File: src/rtl/oct_pkg.sv
package oct_pkg;

    localparam logic [0:0] CFG_MODE = 1'd0;
    localparam logic [0:0] CFG_DIR  = 1'd1;

    localparam logic [1:0] MODE_PASS  = 2'd0;
    localparam logic [1:0] MODE_RGB   = 2'd1;
    localparam logic [1:0] MODE_BAYER = 2'd2;

    localparam logic DIR_INV = 1'b0;
    localparam logic DIR_FWD = 1'b1;

    localparam logic [1:0] MODE_RESET = MODE_RGB;
    localparam logic       DIR_RESET  = DIR_FWD;

    // Coefficients as fractions of 2^32.
    localparam logic [63:0] Q32_INV_SQRT3 = 64'd2479700524;
    localparam logic [63:0] Q32_INV_SQRT2 = 64'd3037000500;
    localparam logic [63:0] Q32_HALF      = 64'd2147483648;
    localparam logic [63:0] Q32_SQRT2_3   = 64'd3506826112;

    // Rounds a 32-bit fraction to coef_bits-1 fraction bits.
    function automatic logic [63:0] coef_of(input logic [63:0] q32, input int coef_bits);
        int drop;
        drop = 33 - coef_bits;
        return (q32 + (64'd1 << (drop - 1))) >> drop;
    endfunction

endpackage

File: src/rtl/orthonormal_color_transform_core.sv
// Orthonormal opponent color transform, one pixel per request.
//
// The slave stream carries one pixel of four signed Q12.6 samples in tdata
// and the master stream returns the transformed pixel in the same layout.
// A separate write channel sets the mode register (index 0) and the
// direction register (index 1); it is always ready and must only be used
// while no pixel is in flight.
//
// The datapath has four register stages: operand pre-sums at the input,
// the four products, the combined sums with the rounding term, and the
// saturated result. An accepted request passes through them in that order,
// and one request is taken every cycle while a stage is free or the receiver takes a result.
//
// When the receiver stalls, the result register holds and the stages
// behind it keep filling; the slave side deasserts tready only once all
// four stages are occupied. Reset empties the pipeline and sets the
// block to the three-channel forward transform.
module orthonormal_color_transform_core #(
    parameter int SAMPLE_BITS = 18,
    parameter int COEF_BITS   = 16
) (
    input  logic                   i_clk,
    input  logic                   i_rst_n,
    input  logic                   i_s_axis_tvalid,
    output logic                   o_s_axis_tready,
    // Fields from bit 0 up: chan_a, chan_b, chan_c, chan_d, zero pad.
    input  logic [((4*SAMPLE_BITS+7)/8)*8-1:0] i_s_axis_tdata,
    output logic                   o_m_axis_tvalid,
    input  logic                   i_m_axis_tready,
    // Fields from bit 0 up: res_a, res_b, res_c, res_d, zero pad.
    output logic [((4*SAMPLE_BITS+7)/8)*8-1:0] o_m_axis_tdata,
    input  logic                   i_cfg_valid,
    output logic                   o_cfg_ready,
    input  logic                   i_cfg_index,
    input  logic [1:0]             i_cfg_data
);

    localparam int SB      = SAMPLE_BITS;
    localparam int CB      = COEF_BITS;
    localparam int TDATA_W = ((4*SB+7)/8)*8;
    localparam int OPW     = SB + 2;
    localparam int PW      = OPW + CB;
    localparam int AW      = PW + 3;

    localparam logic signed [CB-1:0] C_A =
        CB'(oct_pkg::coef_of(oct_pkg::Q32_INV_SQRT3, CB));
    localparam logic signed [CB-1:0] C_B =
        CB'(oct_pkg::coef_of(oct_pkg::Q32_INV_SQRT2, CB));
    localparam logic signed [CB-1:0] C_H =
        CB'(oct_pkg::coef_of(oct_pkg::Q32_HALF, CB));
    localparam logic signed [CB-1:0] C_C =
        CB'(oct_pkg::coef_of(oct_pkg::Q32_SQRT2_3, CB));

    localparam logic signed [AW-1:0] ROUND_ADD = AW'(1) <<< (CB - 1);
    localparam logic signed [AW-1:0] SAT_MAX = {{(AW-SB+1){1'b0}}, {(SB-1){1'b1}}};
    localparam logic signed [AW-1:0] SAT_MIN = {{(AW-SB+1){1'b1}}, {(SB-1){1'b0}}};

    logic [1:0] r_mode;
    logic       r_dir;

    logic r_v1, r_v2, r_v3, r_v4;
    logic w_rdy1, w_rdy2, w_rdy3, w_rdy4;

    logic signed [SB-1:0]  w_x   [4];
    logic signed [OPW-1:0] n_op  [4];
    logic signed [OPW-1:0] r_op  [4];
    logic signed [CB-1:0]  w_coef[4];
    logic signed [PW-1:0]  r_prod[4];
    logic signed [AW-1:0]  w_m   [4];
    logic signed [AW-1:0]  n_acc [4];
    logic signed [AW-1:0]  r_acc [4];
    logic signed [AW-1:0]  w_shr [4];
    logic [4*SB-1:0]       n_res;
    logic [4*SB-1:0]       r_res;

    assign o_cfg_ready = 1'b1;

    always_ff @(posedge i_clk) begin
        if (!i_rst_n) begin
            r_mode <= oct_pkg::MODE_RESET;
            r_dir  <= oct_pkg::DIR_RESET;
        end else if (i_cfg_valid && o_cfg_ready) begin
            if (i_cfg_index == oct_pkg::CFG_MODE) begin
                r_mode <= i_cfg_data;
            end else begin
                r_dir <= i_cfg_data[0];
            end
        end
    end

    assign w_rdy4 = !r_v4 || i_m_axis_tready;
    assign w_rdy3 = !r_v3 || w_rdy4;
    assign w_rdy2 = !r_v2 || w_rdy3;
    assign w_rdy1 = !r_v1 || w_rdy2;
    assign o_s_axis_tready = w_rdy1;

    always_ff @(posedge i_clk) begin
        if (!i_rst_n) begin
            r_v1 <= 1'b0;
            r_v2 <= 1'b0;
            r_v3 <= 1'b0;
            r_v4 <= 1'b0;
        end else begin
            if (w_rdy1) r_v1 <= i_s_axis_tvalid;
            if (w_rdy2) r_v2 <= r_v1;
            if (w_rdy3) r_v3 <= r_v2;
            if (w_rdy4) r_v4 <= r_v3;
        end
    end

    always_comb begin
        for (int k = 0; k < 4; k++) begin
            w_x[k] = i_s_axis_tdata[k*SB +: SB];
        end
    end

    always_comb begin
        logic signed [OPW-1:0] e0, e1, e2, e3;
        e0 = OPW'(w_x[0]);
        e1 = OPW'(w_x[1]);
        e2 = OPW'(w_x[2]);
        e3 = OPW'(w_x[3]);
        n_op[0] = '0;
        n_op[1] = '0;
        n_op[2] = '0;
        n_op[3] = '0;
        unique case (r_mode)
            oct_pkg::MODE_PASS: begin
                n_op[0] = e0 + e0;
            end
            oct_pkg::MODE_RGB: begin
                if (r_dir == oct_pkg::DIR_FWD) begin
                    n_op[0] = e0 + e1 + e2;
                    n_op[1] = e0 - e2;
                    n_op[2] = e0 - e1 - e1 + e2;
                end else begin
                    n_op[0] = e0;
                    n_op[1] = e1;
                    n_op[2] = e2;
                end
            end
            default: begin
                if (r_dir == oct_pkg::DIR_FWD) begin
                    n_op[0] = e0 + e1 + e2 + e3;
                    n_op[1] = e1 - e2;
                    n_op[2] = e1 + e2 - e0 - e3;
                    n_op[3] = e3 - e0;
                end else begin
                    n_op[0] = e0 - e2;
                    n_op[1] = e0 + e2;
                    n_op[2] = e1;
                    n_op[3] = e3;
                end
            end
        endcase
    end

    always_comb begin
        w_coef[0] = C_H;
        w_coef[1] = C_B;
        w_coef[2] = C_H;
        w_coef[3] = C_B;
        unique case (r_mode)
            oct_pkg::MODE_PASS: begin
                w_coef[0] = C_H;
            end
            oct_pkg::MODE_RGB: begin
                w_coef[0] = C_A;
                w_coef[1] = C_B;
                w_coef[2] = C_C;
            end
            default: begin
                if (r_dir == oct_pkg::DIR_INV) begin
                    w_coef[1] = C_H;
                    w_coef[2] = C_B;
                end
            end
        endcase
    end

    always_ff @(posedge i_clk) begin
        if (w_rdy1) r_op <= n_op;
        if (w_rdy2) begin
            for (int k = 0; k < 4; k++) begin
                r_prod[k] <= PW'(r_op[k]) * PW'(w_coef[k]);
            end
        end
        if (w_rdy3) r_acc <= n_acc;
        if (w_rdy4) r_res <= n_res;
    end

    always_comb begin
        logic signed [AW-1:0] s0, s1, s2, s3;
        for (int k = 0; k < 4; k++) begin
            w_m[k] = AW'(r_prod[k]);
        end
        s0 = w_m[0] + w_m[0];
        s1 = w_m[1] + w_m[1];
        s2 = w_m[2] + w_m[2];
        s3 = w_m[3] + w_m[3];
        n_acc[0] = ROUND_ADD;
        n_acc[1] = ROUND_ADD;
        n_acc[2] = ROUND_ADD;
        n_acc[3] = ROUND_ADD;
        unique case (r_mode)
            oct_pkg::MODE_PASS: begin
                n_acc[0] = s0 + ROUND_ADD;
            end
            oct_pkg::MODE_RGB: begin
                if (r_dir == oct_pkg::DIR_FWD) begin
                    n_acc[0] = s0 + ROUND_ADD;
                    n_acc[1] = s1 + ROUND_ADD;
                    n_acc[2] = w_m[2] + ROUND_ADD;
                end else begin
                    n_acc[0] = s0 + s1 + w_m[2] + ROUND_ADD;
                    n_acc[1] = s0 - s2 + ROUND_ADD;
                    n_acc[2] = s0 - s1 + w_m[2] + ROUND_ADD;
                end
            end
            default: begin
                if (r_dir == oct_pkg::DIR_FWD) begin
                    n_acc[0] = s0 + ROUND_ADD;
                    n_acc[1] = s1 + ROUND_ADD;
                    n_acc[2] = s2 + ROUND_ADD;
                    n_acc[3] = s3 + ROUND_ADD;
                end else begin
                    n_acc[0] = s0 - s3 + ROUND_ADD;
                    n_acc[1] = s1 + s2 + ROUND_ADD;
                    n_acc[2] = s1 - s2 + ROUND_ADD;
                    n_acc[3] = s0 + s3 + ROUND_ADD;
                end
            end
        endcase
    end

    always_comb begin
        for (int k = 0; k < 4; k++) begin
            w_shr[k] = r_acc[k] >>> CB;
            if (w_shr[k] > SAT_MAX) begin
                n_res[k*SB +: SB] = SAT_MAX[SB-1:0];
            end else if (w_shr[k] < SAT_MIN) begin
                n_res[k*SB +: SB] = SAT_MIN[SB-1:0];
            end else begin
                n_res[k*SB +: SB] = w_shr[k][SB-1:0];
            end
        end
    end

    assign o_m_axis_tvalid = r_v4;
    assign o_m_axis_tdata  = TDATA_W'(r_res);

`ifndef ASSERT_OFF
    a_full_when_blocked: assert property (@(posedge i_clk) disable iff (!i_rst_n)
        !o_s_axis_tready |-> (r_v1 && r_v2 && r_v3 && r_v4))
        else $error("input blocked while the pipeline has a free stage");

    a_accept_enters: assert property (@(posedge i_clk) disable iff (!i_rst_n)
        i_s_axis_tvalid && o_s_axis_tready |=> r_v1)
        else $error("accepted request did not enter the first stage");

    a_pass_zeros: assert property (@(posedge i_clk) disable iff (!i_rst_n)
        o_m_axis_tvalid && r_mode == oct_pkg::MODE_PASS
        |-> r_res[4*SB-1:SB] == '0)
        else $error("pass-through result has nonzero upper channels");

    a_rgb_zero_d: assert property (@(posedge i_clk) disable iff (!i_rst_n)
        o_m_axis_tvalid && r_mode == oct_pkg::MODE_RGB
        |-> r_res[4*SB-1:3*SB] == '0)
        else $error("three-channel result has nonzero fourth channel");
`endif

endmodule

File: config.mk
export PLATFORM = sky130hd
export DESIGN_NAME = orthonormal_color_transform_core
export DESIGN_NICKNAME = d
export VERILOG_FILES = /design/src/rtl/oct_pkg.sv /design/src/rtl/orthonormal_color_transform_core.sv
export SDC_FILE = /design/constraint.sdc
export NUM_CORES = 2
export LEC_CHECK = 0
export ABC_AREA = 1
export BUFFER_PORTS_ARGS = -buffer_cell sky130_fd_sc_hd__buf_2
export CAP_MARGIN = 10
export CORE_MARGIN = 8
export CORE_UTILIZATION = 45
export DETAILED_ROUTE_END_ITERATION = 7
export SYNTH_ARGS = -nofsm -noshare
export SYNTH_HDL_FRONTEND = slang
export SYNTH_SLANG_ARGS = --single-unit
export TNS_END_PERCENT = 10
File: constraint.sdc
create_clock -name i_clk -period 8.05 [get_ports i_clk]
set_clock_uncertainty 0.05 [all_clocks]
set_input_delay 0.805 -clock i_clk [delete_from_list [all_inputs] [get_ports i_clk]]
set_output_delay 0.805 -clock i_clk [all_outputs]
set_load 0.01 [all_outputs]
# Word level (Yosys, flattened, before mapping)
# Memory sizes are Yosys's and may differ from the RTL's.
# Cells that the tools add are included.
# word_totals
reg_bits	315
ramBits	144
input_bits	80
mem_count	1
# op_classes
n_addsub	39
multipliers	4
n_lt_le_gt_ge	8
eq_ne	1
n_mux	17
n_bitwise	1
n_reduce_logical	12
# mem_list
name	words	width	rd	rd_ports_with_merged_regs	wr	line	rtl
r_prod	4	36	4	0	4	orthonormal_color_transform_core.sv:68	logic signed [PW-1:0] r_prod[4];
# ops
operator	count
$add 38x17->39 const B	5
$mux 156	1
$pmux 78 s2	1
$add 37x17->38 const B	4
$sub 37x37->38	4
$add 36x36->37	4
$mux 117	1
$add 37x37->38	3
$mul 20x16->36	3
$gt 23x18->1 const B	4
$lt 23x18->1 const B	4
$mux 80	1
$pmux 40 s2	1
$add 38x36->39	2
$add 39x17->39 const B	2
$pmux 39 s2	1
$add 18x18->19	4
$sub 18x18->19	4
$mux 18	4
$mux 60	1
$pmux 29 s2	1
$add 20x18->20	2
$pmux 20 s2	1
$sub 19x18->20	2
14 further kinds	22

# Depth between registers and ports, before layout
# An unclocked memory read counts as a cell.
# logic_depth
depth_word	7
mapped_depth	30

# Least setup slack after synthesis
# Ideal clock, no wire load.
# synth_path
kind	input port to flip-flop
start	input port i_m_axis_tready
end	memory r_prod[0][0] in the netlist's numbering, enable pin
setup_time_ns	0.495
arrival_ns	7.278
required_time_ns	7.505
setup_slack_ns	0.227
cell_stages	6
n_path_buf	0
cell_sequence	nor2_1 > inv_1 > nor2_1 > inv_1 > nor2_1 > inv_1
# synth_rtl
item	line	rtl
from (decl)	orthonormal_color_transform_core.sv:29	input logic i_m_axis_tready,
to (decl)	orthonormal_color_transform_core.sv:68	

==> reports/qor.txt <==
FINAL LAYOUT
-------------------------------------------------------------------------------------------
Area Growth Syn to Fin .......................................................        6.82%
Final std cells w/o fill .....................................................       12,500
Area used by multi-input combinational logic .................................   54,000 µm²
Final Net Count ..............................................................       12,200
Register area ................................................................   11,700 µm²
Fraction of final layout cells with drive strength greater than 1 ............        3.49%
Final Util ...................................................................        48.4%
Finished layout cell area ....................................................   78,700 µm²
Filler cell count ............................................................       16,700

SYNTH
-------------------------------------------------------------------------------------------
Number of flops mapped to enable cells by yosys ..............................          384
Register area share after synthesis ..........................................        15.8%
Proportion of synthesized flip-flops having asynchronous set or reset ........           0%
Most frequently used flop master after synthesis ............................. sky130_fd_sc_hd__edfxtp_1
Count of mapped cells out of synthesis .......................................       10,200
Distinct cell type count of the synthesized netlist ..........................           63
Count of synthesis-stage warnings from yosys .................................            0
Net count of the mapped netlist ..............................................       12,000
Mapped Area ..................................................................   73,700 µm²
Flip-flop and latch count after synthesis ....................................          391
Syn_area_per_cell ............................................................     7.25 µm²

TIMING
-------------------------------------------------------------------------------------------
Final Max Tran Viols .........................................................            0
Worst Max-Slew Pin Slew ......................................................      1.17 ns
Final Hold Viols .............................................................            0
Final worst path period share ................................................        83.8%
Max frequency ................................................................      148 MHz
Period minus WS final ........................................................      6.74 ns
Endpoints failing setup ......................................................            0
Setup repair after global routing missed its margin ..........................           no
Sum Neg Setup Slack ..........................................................         0 ns
Worst slew slack as a fraction of its limit ..................................        21.9%

DIE
-------------------------------------------------------------------------------------------
Overall die height ...........................................................       421 µm
Top-level port count .........................................................          155
Standard-cell rows ...........................................................          148
Floorplan die width ..........................................................       421 µm
Initial cell density of the core .............................................        45.3%
Placeable core area ..........................................................  163,000 µm²
Die Area .....................................................................  177,000 µm²

GLOBAL ROUTE
-------------------------------------------------------------------------------------------
Wire length of the first global-routing pass .................................       420 mm
Grt ovf ......................................................................            0
Initial antenna violation count ..............................................           17
Largest net degree at the start of global routing ............................          137
GRT Overall Usage ............................................................        31.3%
Number of global-route vias before repair ....................................       67,200

PLACE
-------------------------------------------------------------------------------------------
Port Buffer Count ............................................................          153
Total half-perimeter wirelength after legalization and detailed placement ....       245 mm
Routability-driven placement congestion ratio ................................         1.02
Cell area after placement ....................................................   77,100 µm²
Dpl cells ....................................................................       12,400

DETAILED ROUTING
-------------------------------------------------------------------------------------------
Number of design-rule violations left by the first detailed-router iteration .        6,175
Detailed-route wire length ...................................................       283 mm
Detail-routed via count per cell .............................................         5.51
Number of optimization iterations in the first detailed-route pass ...........            8
Number of antenna-violating nets in the routed design ........................            0
Wirelength per Cell ..........................................................      22.7 µm
Final routed DRC violation total .............................................            4
Total vias in the final route ................................................       68,900

CLOCKING
-------------------------------------------------------------------------------------------
Clock transition at the registers of the reported paths ......................      0.07 ns
CTS sink count ...............................................................          391
Worst-Skew Late Latency ......................................................      0.69 ns
TritonCTS clock tree .........................................................         done
Total number of H-tree levels ................................................            2
Cts-stage hold buffer count ..................................................            0
CTS Root Cell ................................................................ sky130_fd_sc_hd__clkbuf_16
Number of instances resized during post-cts repair ...........................            0
Maximum clock path buffer count ..............................................            3
# Post-CTS Setup Buffers .....................................................            0
TritonCTS Buffers ............................................................           49

SETUP PATH
-------------------------------------------------------------------------------------------
Arrival time at the worst endpoint ...........................................      7.13 ns
Worst Setup End Kind .........................................................    flip-flop
Crit Path Max Fanout .........................................................           14
CP required ..................................................................      8.44 ns
Sort of element at the start of the critical path ............................    flip-flop
Critical path class ..........................................................   reg -> reg

MIN PATH
-------------------------------------------------------------------------------------------
Worst min-delay path class ...................................................    in -> reg

RUN STATUS
-------------------------------------------------------------------------------------------
Violations in the final reports ..............................................          DRC
Run status ................................................................... finished, violations left

JOB
-------------------------------------------------------------------------------------------
Count of maximum capacitance violations ......................................            0

## logic make-up (layout without fill, tap and decap cells)
logic type               Yosys count  count (layout)  share of synthesized area [%]
AO/OA/AOI/OAI                   1572            1572                           11.6
XOR/XNOR                         220             220                           2.61
adder cells (fa/ha/maj)         1785            1785                           35.9
buffers and inverters           2142            2301                           11.0
flip-flops                       391             391                           15.8
multiplexers                       1               1                         0.0136
other                              1               8                        0.00509
AND/OR/NAND/NOR                 4054            4054                           23.0
## flip-flops by register name, summed over array words and instances, names as in the netlist
register         flops
r_op                78
r_dir                1
r_prod             142
o_m_axis_tvalid      1
r_mode               2
o_m_axis_tdata      72
r_acc               92
r_v2                 1
r_v3                 1
r_v1                 1
## cell type report
cell class / count / area share, %
Antenna cell: 7 / 0.0222
Clock buffer: 54 / 1.59
Clock inverter: 35 / 0.493
Inverter: 2013 / 9.62
Multi-Input combinational cell: 7633 / 68.6
Sequential cell: 391 / 14.8
Tap cell: 2175 / 3.46
Timing Repair Buffer: 199 / 1.42
## synth_stat cells (all sizes together) (76+ instances only)
master	number	area share [%]
ha	1232	21
nand3	647	4.4
nand2	2137	11
nor2	905	4.7
fa	553	15
nand4	125	1.1
a21oi	748	5.1
edfxtp	384	16
nor3	142	0.99
xor2	165	2.0
o21ai	573	3.9
clkbuf	76	0.39
inv	2013	10
## stage by stage
stage                     hold WS [ns]  worst slack, ns
final                            0.307             1.31
after global routing             0.303             1.02
after floorplan                  0.386            0.227
after global placement           0.390             1.41
after CTS                        0.249             1.41
after detailed placement         0.394             1.46
## cells in the final DEF, fill, tap and decap left out, types with 165 or more instances in the layout
| cell type | netlist | final |
|---|---|---|
| sky130_fd_sc_hd__nand2_1 | 2132 | 2131 |
| sky130_fd_sc_hd__nor2_1 | 891 | 890 |
| sky130_fd_sc_hd__fa_1 | 553 | 553 |
| sky130_fd_sc_hd__nand3_1 | 646 | 646 |
| sky130_fd_sc_hd__o21ai_0 | 551 | 551 |
| sky130_fd_sc_hd__xor2_1 | 165 | 165 |
| sky130_fd_sc_hd__ha_1 | 1232 | 1232 |
| sky130_fd_sc_hd__a21oi_1 | 747 | 747 |
| sky130_fd_sc_hd__inv_1 | 2004 | 2000 |
| sky130_fd_sc_hd__edfxtp_1 | 384 | 384 |
## worst max-delay path: stages, from the launching register on
cell	delay, ns
sky130_fd_sc_hd__dfxtp_4	0.43
sky130_fd_sc_hd__inv_2	0.09
sky130_fd_sc_hd__nor2_4	0.09
sky130_fd_sc_hd__clkinv_1	0.48
sky130_fd_sc_hd__buf_4	0.38
sky130_fd_sc_hd__nor2_1	0.17
sky130_fd_sc_hd__ha_1	0.28
sky130_fd_sc_hd__fa_1	0.56
sky130_fd_sc_hd__fa_1	0.43
sky130_fd_sc_hd__fa_1	0.50
sky130_fd_sc_hd__inv_1	0.05
sky130_fd_sc_hd__fa_1	0.45
sky130_fd_sc_hd__fa_1	0.49
sky130_fd_sc_hd__inv_1	0.04
sky130_fd_sc_hd__ha_1	0.44
sky130_fd_sc_hd__nand2_1	0.14
sky130_fd_sc_hd__nor2_1	0.16
sky130_fd_sc_hd__inv_1	0.08
sky130_fd_sc_hd__nor3_1	0.43
sky130_fd_sc_hd__nand3_1	0.21
sky130_fd_sc_hd__nand3_1	0.14
sky130_fd_sc_hd__xor2_1	0.38
## worst paths after layout
check / startpoint / end / slack [ns] / cells after the start
max reg2reg: r_mode[1]$_SDFFE_PN0P_ / r_prod[2][25]$_DFFE_PP_ / 1.31 / 21
max: r_mode[1]$_SDFFE_PN0P_ / r_prod[2][25]$_DFFE_PP_ / 1.31 / 21
min: i_s_axis_tvalid / r_v1$_SDFFE_PN0P_ / 0.31 / 3
min reg2reg: r_v3$_SDFFE_PN0P_ / o_m_axis_tvalid$_SDFFE_PN0P_ / 0.41 / 2
## metal layers
| layer | global-route usage [%] | part of all wire [%] | vias up |
|---|---|---|---|
| li1 | - | - | 33200 |
| met1 | 43.4 | 45 | 32700 |
| met2 | 49.4 | 44 | 2497 |
| met3 | 4.65 | 7.0 | 480 |
| met4 | 12.1 | 4.6 | 8 |
| met5 | 0.383 | 0.048 | - |
Power is left out: the tool's default activity adds up to more than one toggle a clock period on the data nets, which glitch-free logic cannot reach.
